--- config.mk ---
export PLATFORM = sky130hd
export DESIGN_NAME = distinct_class_quartet_enumerator_unit_flat
export DESIGN_NICKNAME = d
export VERILOG_FILES = /design/src/rtl/dcqe_pkg.sv /design/src/rtl/dcqe_stream_if.sv /design/src/rtl/dcqe_rank_sort.sv /design/src/rtl/distinct_class_quartet_enumerator_unit.sv /design/src/flat_wrapper.sv
export SDC_FILE = /design/constraint.sdc
export NUM_CORES = 2
export LEC_CHECK = 0
export BUFFER_PORTS_ARGS = -buffer_cell sky130_fd_sc_hd__buf_2
export CORE_MARGIN = 2
export CORE_UTILIZATION = 25
export DETAILED_ROUTE_END_ITERATION = 16
export GPL_TIMING_DRIVEN = 0
export HOLD_SLACK_MARGIN = 0.05
export PLACE_DENSITY_LB_ADDON = 0.2
export SETUP_SLACK_MARGIN = 0.2
export SLEW_MARGIN = 25
export SYNTH_ARGS = -nofsm -noshare
export SYNTH_HDL_FRONTEND = slang
export SYNTH_SLANG_ARGS = --single-unit
--- constraint.sdc ---
create_clock -name clk -period 4.82 [get_ports clk]
set_input_delay 0.241 -clock clk [delete_from_list [all_inputs] [get_ports clk]]
set_output_delay 0.241 -clock clk [all_outputs]
set_load 0.1 [all_outputs]
--- src/rtl/dcqe_pkg.sv ---
// ----------------------------------------------------------------------------
// dcqe_pkg
// Shared types and codes of the distinct-class quartet enumerator: word
// layouts of the request, response and configuration channels.
// ----------------------------------------------------------------------------
`default_nettype none

package dcqe_pkg;

    localparam int QUARTET = 4;

    typedef logic [15:0] class_id_t;
    typedef logic [5:0]  item_index_t;
    typedef logic [6:0]  item_count_t;

    localparam logic OP_LOAD = 1'b0;
    localparam logic OP_NEXT = 1'b1;

    typedef struct packed {
        logic        operation;
        item_index_t item_index;
        class_id_t   class_id;
    } dcqe_req_t;

    typedef struct packed {
        logic        found;
        logic        exhausted;
        item_index_t first_index;
        item_index_t second_index;
        item_index_t third_index;
        item_index_t fourth_index;
    } dcqe_rsp_t;

    typedef struct packed {
        logic                       clash;
        item_index_t [QUARTET-1:0]  order;
    } dcqe_eval_t;

endpackage

`default_nettype wire

--- src/rtl/dcqe_stream_if.sv ---
// ----------------------------------------------------------------------------
// dcqe_stream_if
// Valid/ready channel carrying one word of a given payload type.
// ----------------------------------------------------------------------------
`default_nettype none

interface dcqe_stream_if #(
    parameter type payload_t = logic
) ();
    logic     valid;
    logic     ready;
    payload_t data;

    modport source (output valid, output data, input ready);
    modport sink   (input valid, input data, output ready);
endinterface

`default_nettype wire

--- src/rtl/dcqe_rank_sort.sv ---
// ----------------------------------------------------------------------------
// dcqe_rank_sort
// Class clash check over four members and ordering of their indices by
// ascending class number.
// ----------------------------------------------------------------------------
`default_nettype none

module dcqe_rank_sort (
    input  dcqe_pkg::class_id_t   key [dcqe_pkg::QUARTET],
    input  dcqe_pkg::item_index_t idx [dcqe_pkg::QUARTET],
    output dcqe_pkg::dcqe_eval_t  result
);
    import dcqe_pkg::*;

    logic [1:0] rank [QUARTET];

    always_comb
    begin
        result = '0;
        for (int p = 0; p < QUARTET; p++)
        begin
            rank[p] = 2'd0;
            for (int q = 0; q < QUARTET; q++)
            begin
                if (q > p && key[q] == key[p])
                begin
                    result.clash = 1'b1;
                end
                if (q != p && key[q] < key[p])
                begin
                    rank[p] = rank[p] + 2'd1;
                end
            end
        end
        // keys are distinct whenever the order is used
        for (int p = 0; p < QUARTET; p++)
        begin
            result.order[QUARTET - 1 - int'(rank[p])] = idx[p];
        end
    end

endmodule

`default_nettype wire

--- src/rtl/distinct_class_quartet_enumerator_unit.sv ---
// ----------------------------------------------------------------------------
// distinct_class_quartet_enumerator_unit
// Class table with a four-index cursor that walks combinations in
// lexicographic order and returns the next one whose classes all differ.
//
//  channel | direction | word         | notes
//  --------+-----------+--------------+-------------------------------------
//  req     | in        | dcqe_req_t   | load entry or request next quartet
//  rsp     | out       | dcqe_rsp_t   | one word per next request
//  cfg     | in        | item_count_t | always ready; rewinds the cursor
//
// A next request with no combination left is answered without reading the
// table; else each combination examined is handled in two steps: the four
// classes are read through the single table read port, then checked.
// req.ready is held low while a request runs or a response waits
// unconsumed. Reset clears control state only; the class table holds garbage
// until written.
// ----------------------------------------------------------------------------
`default_nettype none

module distinct_class_quartet_enumerator_unit #(
    parameter int MAX_ITEMS = 64
) (
    input  wire logic       clk,
    input  wire logic       rst_n,
    dcqe_stream_if.sink     req,
    dcqe_stream_if.sink     cfg,
    dcqe_stream_if.source   rsp
);
    import dcqe_pkg::*;

    localparam int AW = $clog2(MAX_ITEMS);
    localparam int CW = $clog2(MAX_ITEMS) + 1;
    localparam logic [2:0] FETCH_LAST = 3'(QUARTET);

    typedef enum logic [1:0] {
        ST_IDLE,
        ST_FETCH,
        ST_EVAL
    } state_t;

    typedef logic [CW-1:0] cursor_t;

    state_t      state_reg;
    logic [2:0]  ph_reg;
    cursor_t     cur_reg [QUARTET];
    cursor_t     cur_next [QUARTET];
    logic        adv_ok;
    logic        done_reg;
    item_count_t count_reg;
    class_id_t   key_reg [QUARTET];
    logic        rsp_valid_reg;
    dcqe_rsp_t   rsp_data_reg;

    class_id_t   mem [MAX_ITEMS];
    class_id_t   rd_data_reg;
    logic [AW-1:0] rd_addr;
    logic [AW-1:0] wr_addr;
    logic        wr_en;

    cursor_t     n_act;
    logic        req_fire;
    logic        cfg_fire;
    logic        no_more;
    item_index_t sort_idx [QUARTET];
    dcqe_eval_t  eval;

    assign req_fire = req.valid && req.ready;
    assign cfg_fire = cfg.valid && cfg.ready;

    assign req.ready = (state_reg == ST_IDLE) && (!rsp_valid_reg || rsp.ready);
    assign cfg.ready = 1'b1;
    assign rsp.valid = rsp_valid_reg;
    assign rsp.data  = rsp_data_reg;

    assign n_act = (32'(count_reg) > 32'(MAX_ITEMS)) ? CW'(MAX_ITEMS) : CW'(count_reg);
    assign no_more = done_reg || (n_act < CW'(QUARTET)) || (cur_reg[QUARTET-1] >= n_act);

    assign wr_en   = req_fire && (req.data.operation == OP_LOAD)
                     && (32'(req.data.item_index) < 32'(MAX_ITEMS));
    assign wr_addr = AW'(req.data.item_index);
    assign rd_addr = cur_reg[ph_reg[1:0]][AW-1:0];

    always_ff @(posedge clk)
    begin
        if (wr_en)
        begin
            mem[wr_addr] <= req.data.class_id;
        end
        rd_data_reg <= mem[rd_addr];
    end

    // lexicographic step of the cursor
    always_comb
    begin
        cur_next = cur_reg;
        adv_ok   = 1'b1;
        if (cur_reg[3] + CW'(1) < n_act)
        begin
            cur_next[3] = cur_reg[3] + CW'(1);
        end
        else if (cur_reg[2] + CW'(2) < n_act)
        begin
            cur_next[2] = cur_reg[2] + CW'(1);
            cur_next[3] = cur_reg[2] + CW'(2);
        end
        else if (cur_reg[1] + CW'(3) < n_act)
        begin
            cur_next[1] = cur_reg[1] + CW'(1);
            cur_next[2] = cur_reg[1] + CW'(2);
            cur_next[3] = cur_reg[1] + CW'(3);
        end
        else if (cur_reg[0] + CW'(4) < n_act)
        begin
            cur_next[0] = cur_reg[0] + CW'(1);
            cur_next[1] = cur_reg[0] + CW'(2);
            cur_next[2] = cur_reg[0] + CW'(3);
            cur_next[3] = cur_reg[0] + CW'(4);
        end
        else
        begin
            adv_ok = 1'b0;
        end
    end

    always_comb
    begin
        for (int p = 0; p < QUARTET; p++)
        begin
            sort_idx[p] = 6'(cur_reg[p]);
        end
    end

    dcqe_rank_sort u_rank_sort (
        .key    (key_reg),
        .idx    (sort_idx),
        .result (eval)
    );

    always_ff @(posedge clk or negedge rst_n)
    begin
        if (!rst_n)
        begin
            state_reg     <= ST_IDLE;
            ph_reg        <= 3'd0;
            done_reg      <= 1'b0;
            count_reg     <= '0;
            rsp_valid_reg <= 1'b0;
            rsp_data_reg  <= '0;
            for (int p = 0; p < QUARTET; p++)
            begin
                cur_reg[p] <= CW'(p);
                key_reg[p] <= '0;
            end
        end
        else
        begin
            if (rsp_valid_reg && rsp.ready)
            begin
                rsp_valid_reg <= 1'b0;
            end

            if (cfg_fire)
            begin
                count_reg <= cfg.data;
                done_reg  <= 1'b0;
                for (int p = 0; p < QUARTET; p++)
                begin
                    cur_reg[p] <= CW'(p);
                end
            end

            case (state_reg)
                ST_IDLE:
                begin
                    if (req_fire)
                    begin
                        if (req.data.operation == OP_LOAD)
                        begin
                            done_reg <= 1'b0;
                            for (int p = 0; p < QUARTET; p++)
                            begin
                                cur_reg[p] <= CW'(p);
                            end
                        end
                        else if (no_more)
                        begin
                            done_reg               <= 1'b1;
                            rsp_valid_reg          <= 1'b1;
                            rsp_data_reg           <= '0;
                            rsp_data_reg.exhausted <= 1'b1;
                        end
                        else
                        begin
                            ph_reg    <= 3'd0;
                            state_reg <= ST_FETCH;
                        end
                    end
                end

                ST_FETCH:
                begin
                    ph_reg <= ph_reg + 3'd1;
                    if (ph_reg != 3'd0)
                    begin
                        key_reg[2'(ph_reg - 3'd1)] <= rd_data_reg;
                    end
                    if (ph_reg == FETCH_LAST)
                    begin
                        state_reg <= ST_EVAL;
                    end
                end

                ST_EVAL:
                begin
                    cur_reg <= cur_next;
                    if (!adv_ok)
                    begin
                        done_reg <= 1'b1;
                    end
                    if (!eval.clash)
                    begin
                        rsp_valid_reg              <= 1'b1;
                        rsp_data_reg.found         <= 1'b1;
                        rsp_data_reg.exhausted     <= !adv_ok;
                        rsp_data_reg.first_index   <= eval.order[3];
                        rsp_data_reg.second_index  <= eval.order[2];
                        rsp_data_reg.third_index   <= eval.order[1];
                        rsp_data_reg.fourth_index  <= eval.order[0];
                        state_reg                  <= ST_IDLE;
                    end
                    else if (!adv_ok)
                    begin
                        rsp_valid_reg          <= 1'b1;
                        rsp_data_reg           <= '0;
                        rsp_data_reg.exhausted <= 1'b1;
                        state_reg              <= ST_IDLE;
                    end
                    else
                    begin
                        ph_reg    <= 3'd0;
                        state_reg <= ST_FETCH;
                    end
                end

                default:
                begin
                    state_reg <= ST_IDLE;
                end
            endcase
        end
    end

endmodule

`default_nettype wire

--- src/flat_wrapper.sv ---
// flat-port wrapper written by rule: the top's interface ports become plain ports
module distinct_class_quartet_enumerator_unit_flat import dcqe_pkg::*;
#(
    parameter int MAX_ITEMS = 64
)
  (clk, rst_n, req_valid, req_data, req_ready, cfg_valid, cfg_data, cfg_ready, rsp_valid, rsp_data, rsp_ready);
  dcqe_stream_if #(.payload_t(dcqe_req_t)) req_i ();
  dcqe_stream_if #(.payload_t(item_count_t)) cfg_i ();
  dcqe_stream_if #(.payload_t(dcqe_rsp_t)) rsp_i ();
  input  wire logic clk;
  input  wire logic rst_n;
  input wire logic [$bits(req_i.valid)-1:0] req_valid;
  input wire logic [$bits(req_i.data)-1:0] req_data;
  output wire logic [$bits(req_i.ready)-1:0] req_ready;
  input wire logic [$bits(cfg_i.valid)-1:0] cfg_valid;
  input wire logic [$bits(cfg_i.data)-1:0] cfg_data;
  output wire logic [$bits(cfg_i.ready)-1:0] cfg_ready;
  output wire logic [$bits(rsp_i.valid)-1:0] rsp_valid;
  output wire logic [$bits(rsp_i.data)-1:0] rsp_data;
  input wire logic [$bits(rsp_i.ready)-1:0] rsp_ready;
  assign req_i.valid = req_valid;
  assign req_i.data = req_data;
  assign req_ready = req_i.ready;
  assign cfg_i.valid = cfg_valid;
  assign cfg_i.data = cfg_data;
  assign cfg_ready = cfg_i.ready;
  assign rsp_valid = rsp_i.valid;
  assign rsp_data = rsp_i.data;
  assign rsp_i.ready = rsp_ready;
  distinct_class_quartet_enumerator_unit #(.MAX_ITEMS(MAX_ITEMS)) u_core (.clk(clk), .rst_n(rst_n), .req(req_i), .cfg(cfg_i), .rsp(rsp_i));
endmodule
# Word level (Yosys, flattened, before mapping)
# Memories as Yosys holds them, arrays and structs flattened. A register that Yosys moved wholly into a read port is not among the register bits.
# Index checks and enable logic that the tools add are counted.
# op_classes
n_reduce_logical,25
bitwise,4
n_lt_le_gt_ge,30
n_addsub,24
muxes,85
n_eq_ne,24
# op_table
operator,n
< comparator 16 bit,12
two-way mux 26 bit,5
two-way mux 28 bit,4
equality test 16 bit,6
bitwise mux 24 bit,3
bitwise mux 64 bit,1
one-hot mux 28 bit (2 select lines),1
one-hot mux 26 bit (2 select lines),1
demux 6 bit (select 2 bit),4
two-way mux 21 bit,2
two-way mux 6 bit,6
adder 7 x 2 -> 7 bit (second input constant),5
demux 16 bit (select 2 bit),1
adder 7 x 1 -> 7 bit (second input constant),4
< comparator 7 bit,4
two-way mux 1 bit,28
two-way mux 14 bit,2
two-way mux 2 bit,13
AND 24 bit,1
two-way mux 7 bit,3
< comparator 3 x 4 -> 1 bit (second input constant),4
two-way mux 16 bit,1
two-way mux 3 bit,5
binary-select mux 7 bit (select 2 bit),1
37 further kinds,75
# word_totals
word_cells,212
ram_bits,1024
n_memories,1
regBits,132
in_bits,35
out_inout_bits,29
# memory_table
memory,words,word_bits,rd,rd_clocked_by_memory_dff,wr,line_no,text
u_core.mem,64,16,1,1,1,distinct_class_quartet_enumerator_unit.sv:55,class_id_t mem [MAX_ITEMS];

# Depth between registers and ports, before layout
# logic_depth
ltp_word,17
depth_mapped,19
depth_no_buf,18

# Cells and area by module
# A second synthesis with hierarchy kept.
# unflattened
hier_cells,4028
area_unflattened_um2,51476.9
# modules_own_cells
module,instances,seq_area_each_um2,area_per_inst_um2,cells_per_inst
distinct_class_quartet_enumerator_unit,1,34378.0,47967.3,3555
dcqe_rank_sort,1,0.0,3509.6,473

# Least setup slack after synthesis
# Ideal clock, no wire load.
# synth_timing
path_kind,register to register
from,register u_core.rsp_valid_reg (netlist: u_core.rsp.valid)
to,"memory u_core.mem[62][0] (netlist name), enable pin"
synth_period_minus_slack_ns,5.222
path_slack_ns,-0.402
setup_ns,0.389
path_stages_with_launch,7
arrival_time_ns,4.834
path_buffers,0
t_required_ns,4.431
path_cell_list,dfrtp_1 -> nor2b_1 -> nor3_1 -> nand2_1 -> nor3_1 -> nand3_1 -> nor2_1
# synth_via
elab_chain_cells,7
# synth_rtl
element,line_no,text
start: declaration,distinct_class_quartet_enumerator_unit.sv:52,logic rsp_valid_reg;
start signal: assignment,distinct_class_quartet_enumerator_unit.sv:148,rsp_valid_reg <= 1'b0;
start signal: assignment,distinct_class_quartet_enumerator_unit.sv:160,rsp_valid_reg <= 1'b0;
start signal: assignment,distinct_class_quartet_enumerator_unit.sv:189,rsp_valid_reg <= 1'b1;
logical NOT 1 bit,distinct_class_quartet_enumerator_unit.sv:71,assign req.ready = (state_reg == ST_IDLE) && (!rsp_valid_reg || rsp.ready);
logical OR 1 bit,distinct_class_quartet_enumerator_unit.sv:71,
logical AND 1 bit,distinct_class_quartet_enumerator_unit.sv:71,
named net req_ready,flat_wrapper.sv:14,output wire logic [$bits(req_i.ready)-1:0] req_ready;
logical AND 1 bit,distinct_class_quartet_enumerator_unit.sv:68,assign req_fire = req.valid && req.ready;
logical AND 1 bit,distinct_class_quartet_enumerator_unit.sv:79,assign wr_en = req_fire && (req.data.operation == OP_LOAD)
two-way mux 1 bit,distinct_class_quartet_enumerator_unit.sv:86,if (wr_en)
two-way mux 1 bit (not written as such),distinct_class_quartet_enumerator_unit.sv:88,mem[wr_addr] <= req.data.class_id;
end: declaration,distinct_class_quartet_enumerator_unit.sv:55,
# The timed path passes the listed nets, and every way through them passes these cells.

# Worst setup path after layout
# layout_timing
from,register u_core.cur_reg[1] (netlist name)
to,register u_core.rd_data_reg[3] (read register of u_core.mem)
# layout_via
elab_chain_cells,3
# layout_rtl
element,line_no,text
start: declaration,distinct_class_quartet_enumerator_unit.sv:46,cursor_t cur_reg [QUARTET];
start signal: indexed assignment,distinct_class_quartet_enumerator_unit.sv:152,cur_reg[p] <= CW'(p);
start signal: indexed assignment,distinct_class_quartet_enumerator_unit.sv:169,cur_reg[p] <= CW'(p);
start signal: indexed assignment,distinct_class_quartet_enumerator_unit.sv:183,cur_reg[p] <= CW'(p);
binary-select mux 7 bit (select 2 bit),distinct_class_quartet_enumerator_unit.sv:82,assign rd_addr = cur_reg[ph_reg[1:0]][AW-1:0];
two-way mux 6 bit (not written as such) (2 in a row),distinct_class_quartet_enumerator_unit.sv:82,
end: declaration,distinct_class_quartet_enumerator_unit.sv:56,class_id_t rd_data_reg;
# Every way passes these cells. The select of a mux whose other input is x is not followed.
# A chain may end at the register's enable or synchronous reset.

==> flow_summary_export.csv <==
group,metric,value,unit
run_status,outcome,"finished clean",
synth,postSynthNetCount,3161,
synth,synth-async-reset-ratio,11.3,%
timing,setup_repair_after_global_routing_missed_its_margin,"yes",
cells_and_area,flip_flop_count_of_the_largest_register_after_layout,1024,
synth,post_synth_most_frequent_cells,"sky130_fd_sc_hd__edfxtp_1 (1024), sky130_fd_sc_hd__mux4_2 (262), sky130_fd_sc_hd__ha_1 (149), sky130_fd_sc_hd__a211oi_1 (144), sky130_fd_sc_hd__a21oi_1 (131)",
cells_and_area,final_core_utilization,29.8,%
floorplan,fp.dieArea,0.207,sq mm
cells_and_area,relative_area_change_from_synthesis_to_final_layout,18.6,%
timing,setup-violations-final,0,
worst_setup_path,critPathKind,"reg -> reg",
floorplan,placeableCoreArea,0.202,sq mm
global_routing,grt_first_pass_wirelength,215,mm
timing,tightestPinTransition,1.04,ns
timing,final_hold_viol_count,0,
synth,syn-instance-count,2977,
synth,synth.area.top_cells,"sky130_fd_sc_hd__edfxtp_1 (60%), sky130_fd_sc_hd__mux4_2 (12%), sky130_fd_sc_hd__dfrtp_1 (6.3%)",
timing,slew_headroom,30.5,%
synth,ys_dominant_reg_cell,"sky130_fd_sc_hd__edfxtp_1",
worst_setup_path,worst-path-buf-inv,3,
timing,fmax,0.210,GHz
synth,top_cell_type_s_share_of_synthesized_area,60.5,%
drt,routed_wirelength,151,mm
worst_setup_path,crit_arrival,5.34,ns
power_and_ir_drop,power_density_over_the_cells,600,mW/mm^2
place,dp_worst_setup_slack,-0.131,ns
cells_and_area,multi_input_comb_area,0.0159,sq mm
worst_setup_path,critical_path_required,5.40,ns
power_and_ir_drop,power_leakage,19.6,nW
global_routing,antenna_found_initial,14,
drt,postRouteAntennaNets,0,
place,numPlacedInstances,5745,
worst_setup_path,element_type_at_the_critical_path_end,"register",
cts,tritoncts,"built",
timing,finalClockSkew,0.0420,ns
hold_path,timing.hold.worst.class,"in -> reg",
place,dp.final_hpwl,102,mm
cts,clk_latency,0.77,ns
timing,finalWorstSetupSlack,0.0604,ns
cells_and_area,layout-drive-gt1-share,24.2,%
worst_setup_path,path_cells,"mux4_2, buf_2, buf_4, buf_1, mux4_2, mux2i_1, a211oi_1, a21oi_1, a21oi_1",
drt,drt-initial-drc-count,2501,
timing,timing.setup.tns,0,ns
place,place_area,0.0555,sq mm
timing,slew_violations,0,
cells_and_area,final-instance-count-excl-fill,6014,
worst_setup_path,cp_max_fo,10,
synth,mappedNetlistArea,0.0508,sq mm
cts,cts-buffers-inserted,133,
timing,period_needed,4.76,ns
power_and_ir_drop,ir_worst_vdd,0.000467,V
cells_and_area,fillers,19900,
floorplan,io_pins,64,
cells_and_area,final-seq-area,0.0344,sq mm
global_routing,grt_max_degree,65,
floorplan,placement_rows,165,
synth,synth.most_common_cell,"sky130_fd_sc_hd__edfxtp_1",
floorplan,start_util,25.2,%
worst_setup_path,category_of_cells_accounting_for_the_largest_share_of_critical_path_delay,"buffers and inverters",
global_routing,grt_usage,14.5,%
cells_and_area,final_nets,3419,
drt,drt-vias-per-instance,4.69,
place,portBuffers,59,
floorplan,fp.dieW,455,microns
cts,clkSinkCount,1172,
synth,ys_warn_count,0,
synth,syn-mean-instance-area,17.1,sq um
global_routing,global_route.overflow_total,0,
global_routing,grt_pass1_vias,28800,
place,gp_congestion,0.829,
drt,num_vias,28200,
worst_setup_path,critical_path_top_delay_cell,"sky130_fd_sc_hd__dfstp_2",
timing,final_min_period_over_clock_period,98.7,%
cts,htree_levels,4,
cts,clock-root-buffer,"sky130_fd_sc_hd__clkbuf_16",
floorplan,die_height,455,microns
synth,synth_top_area_cell,"sky130_fd_sc_hd__edfxtp_1",
worst_setup_path,worstSetupStartpointType,"register",
synth,seq_area_frac_synth,67.6,%
drt,drt_first_pass_iters,5,
cts,clock_path_buffers,3,
cts,cts.clk_slew.worst_paths,0.06,ns
synth,synth_enable_flop_cells,1024,
drt,wl_per_cell,25.1,microns
job,drv.max_cap_violation_count,0,
synth,synth.ff_latch_count,1172,
drt,drc_errors,0,
worst_setup_path,worst_stage_delay_on_the_critical_path,0.71,ns
cells_and_area,final_design_area_no_fill,0.0603,sq mm
synth,synth_cell_type_count,77,
-- metrics by stage --
| stage | power (W) | hold WS [ns] |
|---|---|---|
| floorplan | 0.0216 | -0.0546 |
| global placement | 0.0261 | 0.471 |
| detailed placement | 0.0262 | 0.162 |
| CTS | 0.0363 | 0.0503 |
| global route | 0.0381 | 0.0790 |
| finish | 0.0362 | 0.0834 |
-- kinds of logic (layout without fill, tap and decap cells) --
logic type | count (synthesis) | in the layout | synth area share, %
DFF | 1172 | 1172 | 67.6
AOI/OAI and AO/OA | 505 | 505 | 6.58
and+or+nand+nor | 444 | 444 | 4.40
muxes | 427 | 427 | 15.0
buffers and inverters | 249 | 612 | 2.18
adders and majority gates | 149 | 149 | 3.67
xor gates and xnor gates | 30 | 30 | 0.517
other | 1 | 3 | 0.00738
-- where the power goes --
part           switching [W]  internal (W)  total [W]
logic                0.00860       0.00552     0.0141
clock network        0.00428       0.00572     0.0100
registers           0.000504        0.0115     0.0121
-- cell usage in the layout (no fill, tap or decap), drive strengths merged, types with 44 or more instances in the layout --
cell / instances
nor3: 44
mux2: 72
inv: 101
nor2: 116
a211oi: 150
a21oi: 131
mux2i: 93
nand2: 80
nor2b: 80
mux4: 262
edfxtp: 1024
clkinv: 46
ha: 149
dfrtp: 128
o21ai: 87
clkbuf: 260
buf: 167
-- metal layers --
layer	vias to the layer above	part of all wire (%)	global-route usage [%]
li1	12600	-	-
met1	14700	45	20.1
met2	735	47	23.3
met3	208	5.4	2.80
met4	0	2.3	3.59
met5	-	0	0
-- layout make-up --
class	count	share of cell area [%]
Sequential cell	1172	57.0
Multi-Input combinational cell	1556	26.4
Clock buffer	176	5.94
Tap cell	2672	5.54
Timing Repair Buffer	123	2.05
Buffer	158	1.34
Clock inverter	64	1.12
Inverter	91	0.566
Antenna cell	2	0.00830
-- worst paths after layout --
| check | from | cells after the start | end | slack, ns |
|---|---|---|---|---|
| worst max-delay path | u_core.cur_reg[1] | 9 | u_core.rd_data_reg[3] | 0.06 |
| worst min-delay path | req_data[14] | 1 | u_core.mem[31][14] | 0.08 |
| worst max register to register | u_core.cur_reg[1] | 9 | u_core.rd_data_reg[3] | 0.06 |
| worst min register to register | u_core.rsp.data[25] | 1 | u_core.rsp.data[25] | 0.48 |
| max in group asynchronous | rst_n | 5 | u_core.cur_reg[14] | 3.63 |
| min in group asynchronous | rst_n | 4 | u_core.rsp.data[22] | 0.60 |
-- what timing repair did --
item                       4_1_cts  5_1_grt
gates resized for setup         23       30
setup buffers                    0        0
hold buffers                    27        0
hold endpoints to repair       372        0
setup endpoints to repair       31       44
cloned                           0        0
(Power assumes the default switching activity.)
